### src/hw/rtl/gcd_lcm_unit_defines.svh
// ----------------------------------------------------------------------------
// gcd_lcm_unit_defines.svh
// Assertion macros shared by the GCD/LCM unit. Each one expects clk and rst_n
// in scope.
// ----------------------------------------------------------------------------
`ifndef GCD_LCM_UNIT_DEFINES_SVH
`define GCD_LCM_UNIT_DEFINES_SVH

// Same-cycle implication, checked outside reset
`define GL_ASSERT_NOW(label, ante, cons) \
    label: assert property (@(posedge clk) disable iff (!rst_n) (ante) |-> (cons)) \
        else $error("gcd_lcm_unit: same-cycle check failed");

// Next-cycle implication, checked outside reset
`define GL_ASSERT_NEXT(label, ante, cons) \
    label: assert property (@(posedge clk) disable iff (!rst_n) (ante) |=> (cons)) \
        else $error("gcd_lcm_unit: next-cycle check failed");

`endif

### src/hw/rtl/gcdlcm_pkg.sv
// ----------------------------------------------------------------------------
// gcdlcm_pkg
// Widths, word types and sequencer states for the GCD/LCM unit.
// ----------------------------------------------------------------------------
package gcdlcm_pkg;

    localparam int OPERAND_BITS = 31;
    localparam int PRODUCT_BITS = 2 * OPERAND_BITS;
    localparam int COUNT_BITS   = $clog2(OPERAND_BITS + 1);

    typedef struct packed {
        logic [OPERAND_BITS-1:0] first_value;
        logic [OPERAND_BITS-1:0] second_value;
    } operand_t;

    typedef struct packed {
        logic [OPERAND_BITS-1:0] gcd_value;
        logic [PRODUCT_BITS-1:0] lcm_value;
        logic                    lcm_defined;
    } result_t;

    typedef enum logic [2:0] {
        ST_IDLE,
        ST_GCD,
        ST_SCALE,
        ST_DIV,
        ST_MUL,
        ST_DONE
    } state_t;

endpackage

### src/hw/rtl/gcd_lcm_unit.sv
// ----------------------------------------------------------------------------
// gcd_lcm_unit
// Greatest common divisor and least common multiple of two operands.
// ----------------------------------------------------------------------------
// Takes one operand word at a time and returns one result word. The divisor
// is found by a binary (shift and subtract) GCD loop that does one step per
// cycle, then doubled back up once per common factor of two. For two nonzero
// operands the multiple is then formed as (first / gcd) * second by a
// restoring divider and a shift-add multiplier. One word is in work at a
// time; a finished result waits in the output register while the next
// operand word is taken. With both operands zero the multiple reads 0 and
// lcm_defined is low.
module gcd_lcm_unit
    import gcdlcm_pkg::*;
(
    input  logic     clk,
    input  logic     rst_n,
    input  logic     operand_valid,
    output logic     operand_stall,
    input  operand_t operand,
    output logic     result_valid,
    input  logic     result_stall,
    output result_t  result
);

`include "gcd_lcm_unit_defines.svh"

    localparam int W = OPERAND_BITS;

    state_t                  state_reg, state_next;
    logic                    out_valid_reg, out_valid_next;
    result_t                 out_reg, out_next;

    logic [W-1:0]            x_reg, x_next;
    logic [W-1:0]            y_reg, y_next;
    logic [W-1:0]            a_reg, a_next;
    logic [W-1:0]            b_reg, b_next;
    logic [COUNT_BITS-1:0]   k_reg, k_next;
    logic [W-1:0]            gcd_reg, gcd_next;
    logic [W-1:0]            rem_reg, rem_next;
    logic [W-1:0]            quo_reg, quo_next;
    logic [PRODUCT_BITS-1:0] prod_reg, prod_next;
    logic [COUNT_BITS-1:0]   cnt_reg, cnt_next;

    logic                    in_take;
    logic                    gcd_end;
    logic                    zero_op;
    logic                    out_free;
    logic                    last_cnt;
    logic [W-1:0]            diff_ab;
    logic [W-1:0]            diff_ba;
    logic [W:0]              rem_sh;
    logic [W:0]              rem_sub;
    logic                    rem_ge;
    logic [W:0]              mul_sum;

    // Handshake
    assign in_take       = operand_valid && !operand_stall;
    assign operand_stall = (state_reg != ST_IDLE);
    assign result_valid  = out_valid_reg;
    assign result        = out_reg;
    assign out_free      = !out_valid_reg || !result_stall;

    // Shared datapath terms
    assign gcd_end  = (a_reg == '0) || (b_reg == '0);
    assign zero_op  = (x_reg == '0) || (y_reg == '0);
    assign last_cnt = (cnt_reg == COUNT_BITS'(1));
    assign diff_ab  = a_reg - b_reg;
    assign diff_ba  = b_reg - a_reg;
    assign rem_sh   = {rem_reg, quo_reg[W-1]};
    assign rem_sub  = rem_sh - {1'b0, gcd_reg};
    assign rem_ge   = (rem_sh >= {1'b0, gcd_reg});
    assign mul_sum  = {1'b0, prod_reg[PRODUCT_BITS-1:W]}
                    + (prod_reg[0] ? {1'b0, y_reg} : {(W+1){1'b0}});

    // Next state
    always_comb
    begin
        state_next = state_reg;
        case (state_reg)
            ST_IDLE:
            begin
                if (in_take)
                    state_next = ST_GCD;
            end
            ST_GCD:
            begin
                if (gcd_end)
                    state_next = ST_SCALE;
            end
            ST_SCALE:
            begin
                if (k_reg == '0)
                    state_next = zero_op ? ST_DONE : ST_DIV;
            end
            ST_DIV:
            begin
                if (last_cnt)
                    state_next = ST_MUL;
            end
            ST_MUL:
            begin
                if (last_cnt)
                    state_next = ST_DONE;
            end
            ST_DONE:
            begin
                if (out_free)
                    state_next = ST_IDLE;
            end
            default:
                state_next = ST_IDLE;
        endcase
    end

    // Datapath and output register
    always_comb
    begin
        x_next         = x_reg;
        y_next         = y_reg;
        a_next         = a_reg;
        b_next         = b_reg;
        k_next         = k_reg;
        gcd_next       = gcd_reg;
        rem_next       = rem_reg;
        quo_next       = quo_reg;
        prod_next      = prod_reg;
        cnt_next       = cnt_reg;
        out_next       = out_reg;
        out_valid_next = out_valid_reg && result_stall;
        case (state_reg)
            ST_IDLE:
            begin
                // Capture operands
                if (in_take)
                begin
                    x_next = operand.first_value;
                    y_next = operand.second_value;
                    a_next = operand.first_value;
                    b_next = operand.second_value;
                    k_next = '0;
                end
            end
            ST_GCD:
            begin
                // One binary GCD step
                if (gcd_end)
                    gcd_next = a_reg | b_reg;
                else if (!a_reg[0] && !b_reg[0])
                begin
                    a_next = a_reg >> 1;
                    b_next = b_reg >> 1;
                    k_next = k_reg + COUNT_BITS'(1);
                end
                else if (!a_reg[0])
                    a_next = a_reg >> 1;
                else if (!b_reg[0])
                    b_next = b_reg >> 1;
                else if (a_reg >= b_reg)
                    a_next = diff_ab >> 1;
                else
                    b_next = diff_ba >> 1;
            end
            ST_SCALE:
            begin
                // Restore common factors of two, then arm the divider
                if (k_reg != '0)
                begin
                    gcd_next = gcd_reg << 1;
                    k_next   = k_reg - COUNT_BITS'(1);
                end
                else
                begin
                    rem_next = '0;
                    quo_next = x_reg;
                    cnt_next = COUNT_BITS'(W);
                end
            end
            ST_DIV:
            begin
                // One quotient bit per cycle
                rem_next = rem_ge ? rem_sub[W-1:0] : rem_sh[W-1:0];
                quo_next = {quo_reg[W-2:0], rem_ge};
                cnt_next = cnt_reg - COUNT_BITS'(1);
                if (last_cnt)
                begin
                    prod_next = {{W{1'b0}}, quo_reg[W-2:0], rem_ge};
                    cnt_next  = COUNT_BITS'(W);
                end
            end
            ST_MUL:
            begin
                // Shift-add one multiplier bit per cycle
                prod_next = {mul_sum, prod_reg[W-1:1]};
                cnt_next  = cnt_reg - COUNT_BITS'(1);
            end
            ST_DONE:
            begin
                // Hand the result word to the output register
                if (out_free)
                begin
                    out_next.gcd_value   = gcd_reg;
                    out_next.lcm_value   = zero_op ? '0 : prod_reg;
                    out_next.lcm_defined = (x_reg != '0) || (y_reg != '0);
                    out_valid_next       = 1'b1;
                end
            end
            default:
            begin
            end
        endcase
    end

    // Control registers
    always_ff @(posedge clk or negedge rst_n)
    begin
        if (!rst_n)
        begin
            state_reg     <= ST_IDLE;
            out_valid_reg <= 1'b0;
        end
        else
        begin
            state_reg     <= state_next;
            out_valid_reg <= out_valid_next;
        end
    end

    // Payload registers
    always_ff @(posedge clk)
    begin
        x_reg    <= x_next;
        y_reg    <= y_next;
        a_reg    <= a_next;
        b_reg    <= b_next;
        k_reg    <= k_next;
        gcd_reg  <= gcd_next;
        rem_reg  <= rem_next;
        quo_reg  <= quo_next;
        prod_reg <= prod_next;
        cnt_reg  <= cnt_next;
        out_reg  <= out_next;
    end

    // Checks
    `GL_ASSERT_NOW(a_undef_is_zero, result_valid && !result.lcm_defined,
        result.gcd_value == '0 && result.lcm_value == '0)
    `GL_ASSERT_NOW(a_div_rem_below, state_reg == ST_DIV,
        gcd_reg != '0 && rem_reg < gcd_reg)
    `GL_ASSERT_NEXT(a_mul_to_done, state_reg == ST_MUL && last_cnt,
        state_reg == ST_DONE)

endmodule

### config.mk
export PLATFORM = sky130hd
export DESIGN_NAME = gcd_lcm_unit
export DESIGN_NICKNAME = d
export VERILOG_FILES = /design/src/hw/rtl/gcdlcm_pkg.sv /design/src/hw/rtl/gcd_lcm_unit.sv
export VERILOG_INCLUDE_DIRS = /design/src /design/src/hw/rtl
export SDC_FILE = /design/constraint.sdc
export NUM_CORES = 1
export LEC_CHECK = 0
export ABC_AREA = 1
export BUFFER_PORTS_ARGS = -buffer_cell sky130_fd_sc_hd__buf_4
export CORE_UTILIZATION = 40
export CTS_CLUSTER_DIAMETER = 40
export DETAILED_ROUTE_END_ITERATION = 10
export GPL_TIMING_DRIVEN = 0
export SYNTH_ARGS = -nofsm -noshare
export SYNTH_HDL_FRONTEND = slang
export SYNTH_SLANG_ARGS = --single-unit
### constraint.sdc
create_clock -name clk -period 8.1 [get_ports clk]
set_input_delay 0.81 -clock clk [delete_from_list [all_inputs] [get_ports clk]]
set_output_delay 0.81 -clock clk [all_outputs]
set_load 0.02 [all_outputs]
; ---- After elaboration in Yosys (flattened, before gate mapping)
; Index checks and enable logic that the tools add are counted.
[totals]
reg_bits = 387
out_inout_bits = 96
word_cells = 130
inputBits = 66
[op_classes]
mux = 43
reduce_logical = 40
n_lt_le_gt_ge = 2
bitwise = 1
eq_ne = 20
n_addsub = 7
[op_table]
columns = operator, count
row1 = $mux 31, 18
row2 = $pmux 31 s2, 5
row3 = $logic_not 31->1, 4
row4 = $pmux 62 s2, 1
row5 = $sub 31x31->31, 3
row6 = $mux 62, 1
row7 = $reduce_bool 31->1, 2
row8 = $add 31x31->32, 1
row9 = $ge 32x31->1, 1
row10 = $ge 31x31->1, 1
row11 = $or 31x31->31, 1
row12 = $mux 5, 6
row13 = $pmux 5 s3, 2
row14 = $mux 3, 7
row15 = $ne 2x2->1 const B, 10
row16 = $pmux 3 s6, 1
row17 = $reduce_and 5->1, 3
row18 = $ne 4x4->1 const B, 3
row19 = $reduce_and 2->1, 5
row20 = $sub 5x1->5 const B, 2
row21 = $reduce_bool 3->1, 3
row22 = $reduce_bool 2->1, 4
row23 = $eq 3x2->1 const B, 2
row24 = $eq 3x3->1 const B, 2
row25 = other kinds (14), 25

; ---- Longest topological paths before layout
; Gate-level depths: netlist (run 1).
[depth]
word_depth = 7
ltp_mapped = 19
mapped_depth_nobuf = 18

; ---- Worst setup path before layout (run 1)
; Ideal clock, no wire load.
[synth_timing]
kind = input port to flip-flop
start = input port result_stall
end = register out_reg, in the netlist result[0], enable pin
setup_ns = 0.578
setup_slack_ns = 2.269
required_time_ns = 7.522
path_buffers = 0
arrival_time_ns = 5.253
stages = 1
cell_sequence = a21oi_1
[synth_via]
elab_chain_len = 3
[synth_lines]
columns = item, line
row1 = from (decl), gcd_lcm_unit.sv:22  ; input logic result_stall,
row2 = $logic_not 1->1, gcd_lcm_unit.sv:62  ; assign out_free = !out_valid_reg || !result_stall;
row3 = $logic_or 1x1->1, gcd_lcm_unit.sv:62
row4 = $reduce_and 2->1 (no line), --
row5 = to (signal assigned), gcd_lcm_unit.sv:242  ; out_reg <= out_next;
row6 = to (decl), gcd_lcm_unit.sv:32  ; result_t out_reg, out_next;
; No other way between the ends.
; A chain may end at the register's enable or synchronous reset.

; ---- Worst setup path after layout (run 1)
[layout_timing]
start = register a_reg[24]
end = register a_reg[16], enable pin
[layout_via]
elab_chain_len = 4
elab_cells_between_ends = 6
cone_classes = order compare: 1 / eq/ne: 2 / reduce/logical: 3
[layout_lines]
columns = item, line
row1 = from (decl), gcd_lcm_unit.sv:36  ; logic [W-1:0] a_reg, a_next;
row2 = from (signal assigned), gcd_lcm_unit.sv:234  ; a_reg <= a_next;
row3 = "parallel branches: the longest is 3 deep, another holds $ge 31x31->1", --
row4 = $reduce_and 5->1 (no line) (*), --
; Mark *: on every way between the ends.

==> impl_metrics.yaml, run 1 <==
hold_path:
  min_to: "y_reg[23]"
  hp-start: "operand[23]"
  holdPathStages: 1
  hp-class: "input port to register"
setup_path:
  rr_worst_depth: 13
  reg2reg_slack_ps: 4270
  r2r_start: "a_reg[24]"
  path_class: "register to register"
  cp_max_fo: 16
  r2r_end: "a_reg[16]"
  critPathLaunchType: "register"
  critical_path_required_ps: 8390
  end_kind: "register"
  crit_arrival_ps: 4120
sta:
  slew_viol_final: 0
  rsz0062_at_grt: "false"
  hold_violations: 0
  fin_worst_skew_ps: 45.0
  min_period_ps: 3830
  slew_headroom: 0.138
  tightest_slew_ps: 1290
  finalSetupViolations: 0
  post-route-period-util: 0.473
  clock.fmax_ghz: 0.261
placement:
  place_inst: 3953
  post-dp-hpwl_microns: 68600
  place_congestion: 0.994
  portBuffers: 161
  placed_cell_area_sq_mm: 0.0272
detailed_routing:
  drt_first_pass_iters: 6
  ant_nets: 0
  routed_wl_microns: 85300
  drtIter0Drc: 2037
  drc: 0
  vias_per_cell: 5.33
  avgRoutedWirePerCell_microns: 20.9
  vias: 21700
yosys:
  syn_avg_cell_area_sq_um: 8.26
  async_reset_ff_frac: 0.0103
  syn_nets: 3235
  syn-cell-area_sq_mm: 0.0248
  ys_seq_area_frac: 0.468
  synth_warnings: 0
  ys_types: 46
  synth_top_area_cell: "edfxtp_1"
  synth_seq_cells: 387
  yosysTopAreaCellShare: 0.464
  synth_edf_count: 383
  synth-main-ff-cell: "edfxtp_1"
  synthTopCellsByArea: "edfxtp_1 (46%), nand2_1 (11%), ha_1 (8.1%)"
  postSynthCellCount: 3003
clock_tree:
  clkTransAtPathRegs_ps: 60
  cts_sinks: 387
  cts_root_buf: "clkbuf_16"
  cts_max_level: 3
  cts_buffer_depth: 3
  cts_tree: "built"
  cts_resized: 0
  clock_latency_ps: 620
  cts_made_buffers: 70
floorplanning:
  io-pin-count: 162
  start_util: 0.408
  num_rows: 90
  die-area_sq_mm: 0.0630
  fp.dieW_microns: 251
  die_h_microns: 251
  coreArea_sq_mm: 0.0608
power_and_ir_drop:
  powerDensity_mw_per_mm2: 477
  ir_worst_vdd_mv: 0.239
  power_mw: 14.1
  p_leak_nw: 13.2
job:
  maxCapViolations: 0
finish:
  drive_above_1_share: 0.130
  syn2layout_area_growth_pct: 19.4
  diodes: 0
  stdcell_area_sq_mm: 0.0296
  instances_no_fill: 4081
  largest_reg_flops: 94
  finish.utilization: 0.487
  nets: 3476
outcome:
  outcome: "complete, no violations"
global_routing:
  antenna_found_initial: 1
  grt_pass1_vias: 20600
  grt.overflow.total: 0
  grt_max_degree: 63
  grtUsageTotal: 0.269
  grt_pass1_wl_microns: 126000
stage by stage:
step	hold WS [ps]	TNS, ps	worst slack [ps]
after floorplan	426	0	2270
after global placement	498	-2660	-80.1
after detailed placement	513	0	4460
after CTS	355	0	4400
after global routing	361	0	4110
final	375	0	4270
how the worst max path moves through the flow:
stage	start	end	slack, ps	cells past startpoint
2_1_floorplan	result_stall	result[0]	2270	1
3_3_place_gp	operand_valid	b_reg[13]	-80	7
3_5_place_dp	a_reg[24]	a_reg[17]	4460	13
4_1_cts	a_reg[24]	a_reg[15]	4400	13
5_1_grt	a_reg[24]	a_reg[15]	4110	13
6_report	a_reg[24]	a_reg[16]	4270	13
where the power goes:
part | switching (mW) | leakage [nW] | internal (mW)
registers | 0.407 | 3.58 | 3.10
logic | 5.39 | 8.42 | 2.21
clock network | 1.13 | 1.14 | 1.85
total | 6.94 | 13.2 | 7.17
worst max-delay path, stage by stage, from the launching register on:
cell	delay [ps]
edfxtp_1	400
inv_1	100
ha_1	470
nor2_1	280
inv_2	70
nor2_2	120
inv_1	100
nor3_1	390
nand3_1	210
nand3_4	220
buf_4	250
o21ai_1	120
nor2_4	510
buf_16	230
metal layers:
layer,share of wire,vias up,track usage
li1,-,10500,-
met1,0.45,10200,0.383
met4,0.029,2,0.0819
met2,0.44,870,0.414
met5,0.00015,-,0
met3,0.081,125,0.0504
placed cells by master, fill, tap and decap left out, types with 28 or more instances in the layout:
master,n
a21boi_1,28
a21oi_1,240
buf_4,164
clkbuf_1,53
clkbuf_16,71
edfxtp_1,383
ha_1,161
inv_1,464
inv_2,33
nand2_1,709
nand3_1,125
nand4_1,79
nor2_1,233
nor3_1,33
o21ai_0,232
or2_2,46
cell usage after synthesis, types with 3 or more instances:
master,instances
o211ai_1,3
inv_1,464
nor3_1,33
buf_4,3
clkbuf_1,52
nand4_1,79
dfrtp_1,4
nor3b_1,4
nand3b_1,8
o21ai_1,7
xnor2_1,15
a21boi_1,28
nand2_1,711
nor2_1,236
o21bai_1,14
inv_2,33
xor2_1,13
o21ai_0,232
fa_1,5
a21boi_2,9
nand2_2,8
o21a_1,10
or2_2,46
ha_1,161
buf_2,6
nor2_2,14
nand3_1,125
a21oi_1,241
edfxtp_1,383
a21o_1,9
a2bb2oi_1,3
nand3_2,10
nor4_1,15
logic make-up (layout without fill, tap and decap cells):
logic type	count (synthesis)	in the layout	share of synthesized area
AOI/OAI and AO/OA	565	565	0.124
and+or+nand+nor	1293	1293	0.226
buffers and inverters	564	860	0.0867
DFF	387	387	0.468
xor gates and xnor gates	28	28	0.00989
adders and majority gates	166	166	0.0853
repair_timing:
item / CTS / global route
buffers inserted: 0 / 0
hold buffers: 1 / 0
endpoints found under the setup margin: 0 / 0
endpoints found under the hold margin: 4 / 0
layout make-up:
type	instances	area (sq um)
buffer	65	278
sequential	387	11600
fill	5974	31200
tap	782	978
clock inverter	54	613
clock buffer	73	1790
inverter	499	1870
timing repair buffer	169	1370
multi-input combinational	2052	11100
Power figures use the tool's default switching activity.
==> run 2, diff against run 1 <==
- ABC_AREA: 1 -> 0
- clock period: 8.1 -> 3.9 ns (I/O delays scaled with it)
==> impl_metrics.yaml, run 2 <==
finish:
  syn2layout_area_growth_pct: 22.9
  layout_common_cells: "edfxtp_1 (383), nand2_1 (296), nor2_1 (227), a21oi_1 (199), buf_4 (166)"
  drive_above_1_share: 0.135
  nets: 2829
  stdcell_area_sq_mm: 0.0284
  diodes: 0
  layout_commonest_cell: "edfxtp_1"
  largest_reg_flops: 94
job:
  maxCapViolations: 1
yosys:
  yosysMostFrequentCell: "edfxtp_1"
  async_reset_ff_frac: 0.0103
  yosysTopAreaCellShare: 0.497
  synth_top_area_cell: "edfxtp_1"
  ys_types: 75
  ys_seq_area_frac: 0.501
  syn_avg_cell_area_sq_um: 10.0
  postSynthCellCount: 2312
  synth-main-ff-cell: "edfxtp_1"
  synth_warnings: 0
  syn-cell-area_sq_mm: 0.0231
  netlist_top_cells_count: "edfxtp_1 (383), nand2_1 (296), nor2_1 (227), a21oi_1 (203), ha_1 (161)"
  syn_nets: 2544
  synth_seq_cells: 387
  synthTopCellsByArea: "edfxtp_1 (50%), ha_1 (8.7%), nand2_1 (4.8%)"
  synth_edf_count: 383
detailed_routing:
  avgRoutedWirePerCell_microns: 22.0
  routed_wl_microns: 74800
  ant_nets: 0
  drt_first_pass_iters: 7
  vias_per_cell: 5.53
  vias: 18800
  drtIter0Drc: 1749
  drc: 0
setup_path:
  critPathLaunchType: "register"
  path_class: "register to register"
  cp_max_fo: 9
  critical_path_required_ps: 4230
  crit_arrival_ps: 4190
  end_kind: "register"
floorplanning:
  fp.dieW_microns: 243
  coreArea_sq_mm: 0.0568
  num_rows: 87
  start_util: 0.407
  die-area_sq_mm: 0.0588
  die_h_microns: 243
  io-pin-count: 162
power_and_ir_drop:
  clockPowerShare: 0.253
  seq_power_share: 0.272
  netSwitchingPower_mw: 10.3
  power_frac_comb: 0.475
  powerDensity_mw_per_mm2: 828
  switching_share: 0.437
  ir_worst_vdd_mv: 0.418
  p_leak_nw: 11.3
  p_int_mw: 13.2
placement:
  post-dp-hpwl_microns: 58100
  portBuffers: 161
  placed_cell_area_sq_mm: 0.0255
  place_congestion: 0.943
sta:
  fin_tns_setup_ps: 0
  post-route-period-util: 0.990
  min_period_ps: 3860
  tightest_slew_ps: 1570
  slew_viol_final: 7
  finalSetupViolations: 0
  slew_headroom: -0.0547
  fin_worst_skew_ps: 29.3
  clock.fmax_ghz: 0.259
  hold_ws_ps: 18.6
  hold_violations: 0
  rsz0062_at_grt: "true"
outcome:
  outcome: "finished with violations"
  violations: "capacitance limit, slew limit"
clock_tree:
  cts_sinks: 387
  clock_latency_ps: 610
  clkTransAtPathRegs_ps: 60
  cts_tree: "built"
  cts_max_level: 3
  cts_root_buf: "clkbuf_16"
  cts_buffer_depth: 3
  cts_made_buffers: 68
hold_path:
  hp-class: "input port to register"
global_routing:
  grtUsageTotal: 0.249
  grt.overflow.total: 0
  grt_max_degree: 34
  antenna_found_initial: 0
  grt_pass1_vias: 18000
  grt_pass1_wl_microns: 110000
==> run 2: layer usage <==
layer | routed length [microns] | up-vias | GRT usage
li1 | - | 8860 | -
met1 | 33600 | 9083 | 0.351
met2 | 32500 | 743 | 0.374
met3 | 6000 | 142 | 0.0512
met4 | 2680 | 0 | 0.101
met5 | 0 | - | 0
==> run 2: worst max-delay path: stages (launching register included) <==
cell and delay [ps]:
edfxtp_1 480, inv_1 100, ha_1 280, clkbuf_1 480, nor2_1 240, o21ai_0 200, a21oi_1 160, o311ai_0 530
a31o_2 280, a21oi_1 120, o31ai_1 460, xnor2_1 180, o21ai_0 90
==> run 2: kinds of logic after synthesis <==
| logic type | share of synthesized area |
|---|---|
| and+or+nand+nor | 0.168 |
| AOI/OAI and AO/OA | 0.146 |
| DFF | 0.501 |
| buffers and inverters | 0.0422 |
| adders and majority gates | 0.0914 |
| xor gates and xnor gates | 0.0397 |
| muxes | 0.0112 |
==> run 2: area by class of cell <==
cell class,count,area (sq um)
fillers,5303,28400
flip-flops and latches,387,11600
multi-input cells,1680,10800
repair buffers,219,1870
clock buffers,76,1770
well taps,756,946
inverters,160,602
clock inverters,45,488
plain buffers,81,360
==> run 2: per-stage QoR <==
stage                     power [mW]  worst slack, ps  std cells  utilization
after floorplan                 13.3             20.0       2312            -
after global placement          16.9            -1180       3229        0.445
after detailed placement        16.9             -746       3238        0.449
after CTS                       23.1             2.83       3403        0.498
after global routing            24.6             7.75       3404        0.500
final                           23.5             40.3       3404        0.500
==> run 2: power groups by stage <==
stage | Combinational (mW) | Sequential (mW) | Clock, mW
5_1_grt | 12.0 | 6.43 | 6.21
4_1_cts | 10.7 | 6.37 | 6.03
3_5_place_dp | 10.5 | 6.46 | 0
2_1_floorplan | 7.32 | 6.02 | 0
6_report | 11.2 | 6.40 | 5.96
3_3_place_gp | 10.4 | 6.47 | 0
==> run 2: path summary, 6_finish.rpt <==
check                                to  slack [ps]  depth (start not counted)         from
max                           b_reg[29]          40                         12     a_reg[8]
min                           x_reg[29]          20                          1  operand[60]
max reg2reg                   b_reg[29]          40                         12     a_reg[8]
min reg2reg                  result[93]         500                          0  gcd_reg[30]
max in group asynchronous  state_reg[0]        3650                          2        rst_n
min in group asynchronous  state_reg[2]         140                          2        rst_n
==> run 2: repair_timing <==
action | in CTS | in global routing
cloned | 2 | 1
endpoints found under the hold margin | 47 | 0
pin swaps | 2 | 4
endpoints found under the setup margin | 89 | 116
hold buffers | 44 | 0
buffers inserted | 1 | 4
resized for setup | 15 | 25
==> run 3, diff against run 2 <==
- CORE_UTILIZATION: 40 -> 45
==> impl_metrics.yaml, run 3 (synthesis gave the netlist of run 2 again) <==
outcome:
  outcome: "finished with violations"
  violations: "capacitance limit, slew limit, setup timing"
sta:
  slew_viol_final: 8
  finalSetupViolations: 1
  setup_ws_ps: -11.3
  fin_worst_skew_ps: 25.7
  clock.fmax_ghz: 0.256
  post-route-period-util: 1.00
  hold_violations: 0
  tightest_slew_ps: 1690
  rsz0062_at_grt: "false"
  min_period_ps: 3910
  slew_headroom: -0.136
clock_tree:
  cts_max_level: 3
  cts_buffer_depth: 3
  clock_latency_ps: 590
  cts_made_buffers: 67
  cts_sinks: 387
  cts_tree: "built"
  cts_root_buf: "clkbuf_16"
  clkTransAtPathRegs_ps: 60
placement:
  portBuffers: 161
  post-dp-hpwl_microns: 58500
  placed_cell_area_sq_mm: 0.0254
  place_congestion: 0.989
setup_path:
  path_class: "register to register"
  slowest_delay_ps: 530
  r2r_start: "a_reg[22]"
  critPathSlowestCell: "or4_4"
  rr_worst_depth: 12
  critical_path_required_ps: 4210
  critPathLaunchType: "register"
  crit_arrival_ps: 4230
  cp_cell_sequence: "inv_1 -> ha_1 -> or2_4 -> or3_4 -> or4_4 -> nor3_2 -> a211oi_1 -> and2_4 -> and3_1 -> buf_6 -> a221oi_1 -> nor2_1"
  reg2reg_slack_ps: -10
  end_kind: "register"
  cp_max_fo: 7
  r2r_end: "b_reg[8]"
power_and_ir_drop:
  power_frac_comb: 0.478
  switching_share: 0.432
  clockPowerShare: 0.251
  p_leak_nw: 11.2
  p_int_mw: 13.3
  ir_worst_vdd_mv: 0.629
  powerDensity_mw_per_mm2: 832
  seq_power_share: 0.271
  netSwitchingPower_mw: 10.1
finish:
  layout_common_cells: "edfxtp_1 (383), nand2_1 (296), nor2_1 (225), a21oi_1 (200), buf_4 (165)"
  fill_cells: 4513
  finish.utilization: 0.559
  syn2layout_area_growth_pct: 21.9
  drive_above_1_share: 0.135
  layout_commonest_cell: "edfxtp_1"
  stdcell_area_sq_mm: 0.0282
  diodes: 0
  seqCellArea_sq_mm: 0.0116
  nets: 2816
  largest_reg_flops: 94
  multi_input_area_sq_mm: 0.0108
global_routing:
  use_met2: 0.422
  grt.busiest_layer: "met2"
  grt_pass1_wl_microns: 111000
  antenna_found_initial: 0
  grt_max_degree: 47
  grt.overflow.total: 0
  grtUsageTotal: 0.282
  use_met1: 0.411
  grtUsageMet3: 0.0540
  grt_pass1_vias: 17900
hold_path:
  min_to: "x_reg[21]"
  hp-start: "operand[52]"
  holdPathStages: 1
  hp-class: "input port to register"
detailed_routing:
  avgRoutedWirePerCell_microns: 22.7
  vias: 18600
  vias_per_cell: 5.63
  ant_nets: 0
  routed_wl_microns: 75100
  drt_first_pass_iters: 6
  drtIter0Drc: 1756
  drc: 0
floorplanning:
  die-area_sq_mm: 0.0523
  die_h_microns: 229
  num_rows: 82
  coreArea_sq_mm: 0.0505
  start_util: 0.458
  io-pin-count: 162
  fp.dieW_microns: 229
job:
  maxCapViolations: 1
==> run 3: how the worst max path moves through the flow <==
stage | startpoint | end
4_1_cts | gcd_reg[0] | rem_reg[9]
5_1_grt | a_reg[15] | a_reg[29]
6_report | a_reg[22] | b_reg[8]
3_5_place_dp | a_reg[18] | a_reg[7]
3_3_place_gp | state_reg[2] | result[74]
2_1_floorplan | b_reg[22] | a_reg[10]
==> run 3: critical path: cells and delay by family, from the launching register on <==
kind	cells	cell delay, ps
adders and majority gates	1	420
and+or+nand+nor	7	1810
DFF	1	500
AOI/OAI and AO/OA	2	650
buffers and inverters	2	260
==> run 3: per-stage QoR <==
stage	power (mW)	hold slack (ps)	instances	TNS (ps)	setup slack, ps
floorplan	13.3	94.4	2312	0	20.0
global placement	16.8	196	3145	-291880	-1240
detailed placement	16.8	200	3154	-24740	-590
CTS	23.0	0.116	3304	0	3.72
global route	24.7	4.53	3305	0	0.190
finish	23.5	22.8	3305	-11.3	-11.3
==> run 3: layout make-up <==
class,instances,area share
sequential,387,0.411
tap,672,0.0298
clock inverter,45,0.0179
timing repair buffer,205,0.0627
inverter,160,0.0213
multi-input combinational,1681,0.383
clock buffer,73,0.0610
buffer,82,0.0130
==> run 3: power by group through the flow <==
stage	clock (mW)	sequential, mW	combinational (mW)
floorplan	0	6.02	7.32
global placement	0	6.43	10.3
detailed placement	0	6.42	10.4
CTS	5.96	6.33	10.7
global route	6.13	6.40	12.1
finish	5.88	6.36	11.2
==> run 3: per-layer routing <==
layer,vias to the layer above,part of all wire
li1,8824,-
met1,8960,0.46
met2,702,0.43
met3,111,0.078
met4,0,0.025
met5,-,0
==> run 3: what timing repair did <==
item                       4_1_cts  5_1_grt
setup endpoints to repair       90      140
buffers inserted                 1        3
resized for setup               15       22
hold buffers                    31        0
hold endpoints to repair        34        0
cloned                           2        2
pin swaps                        2        4
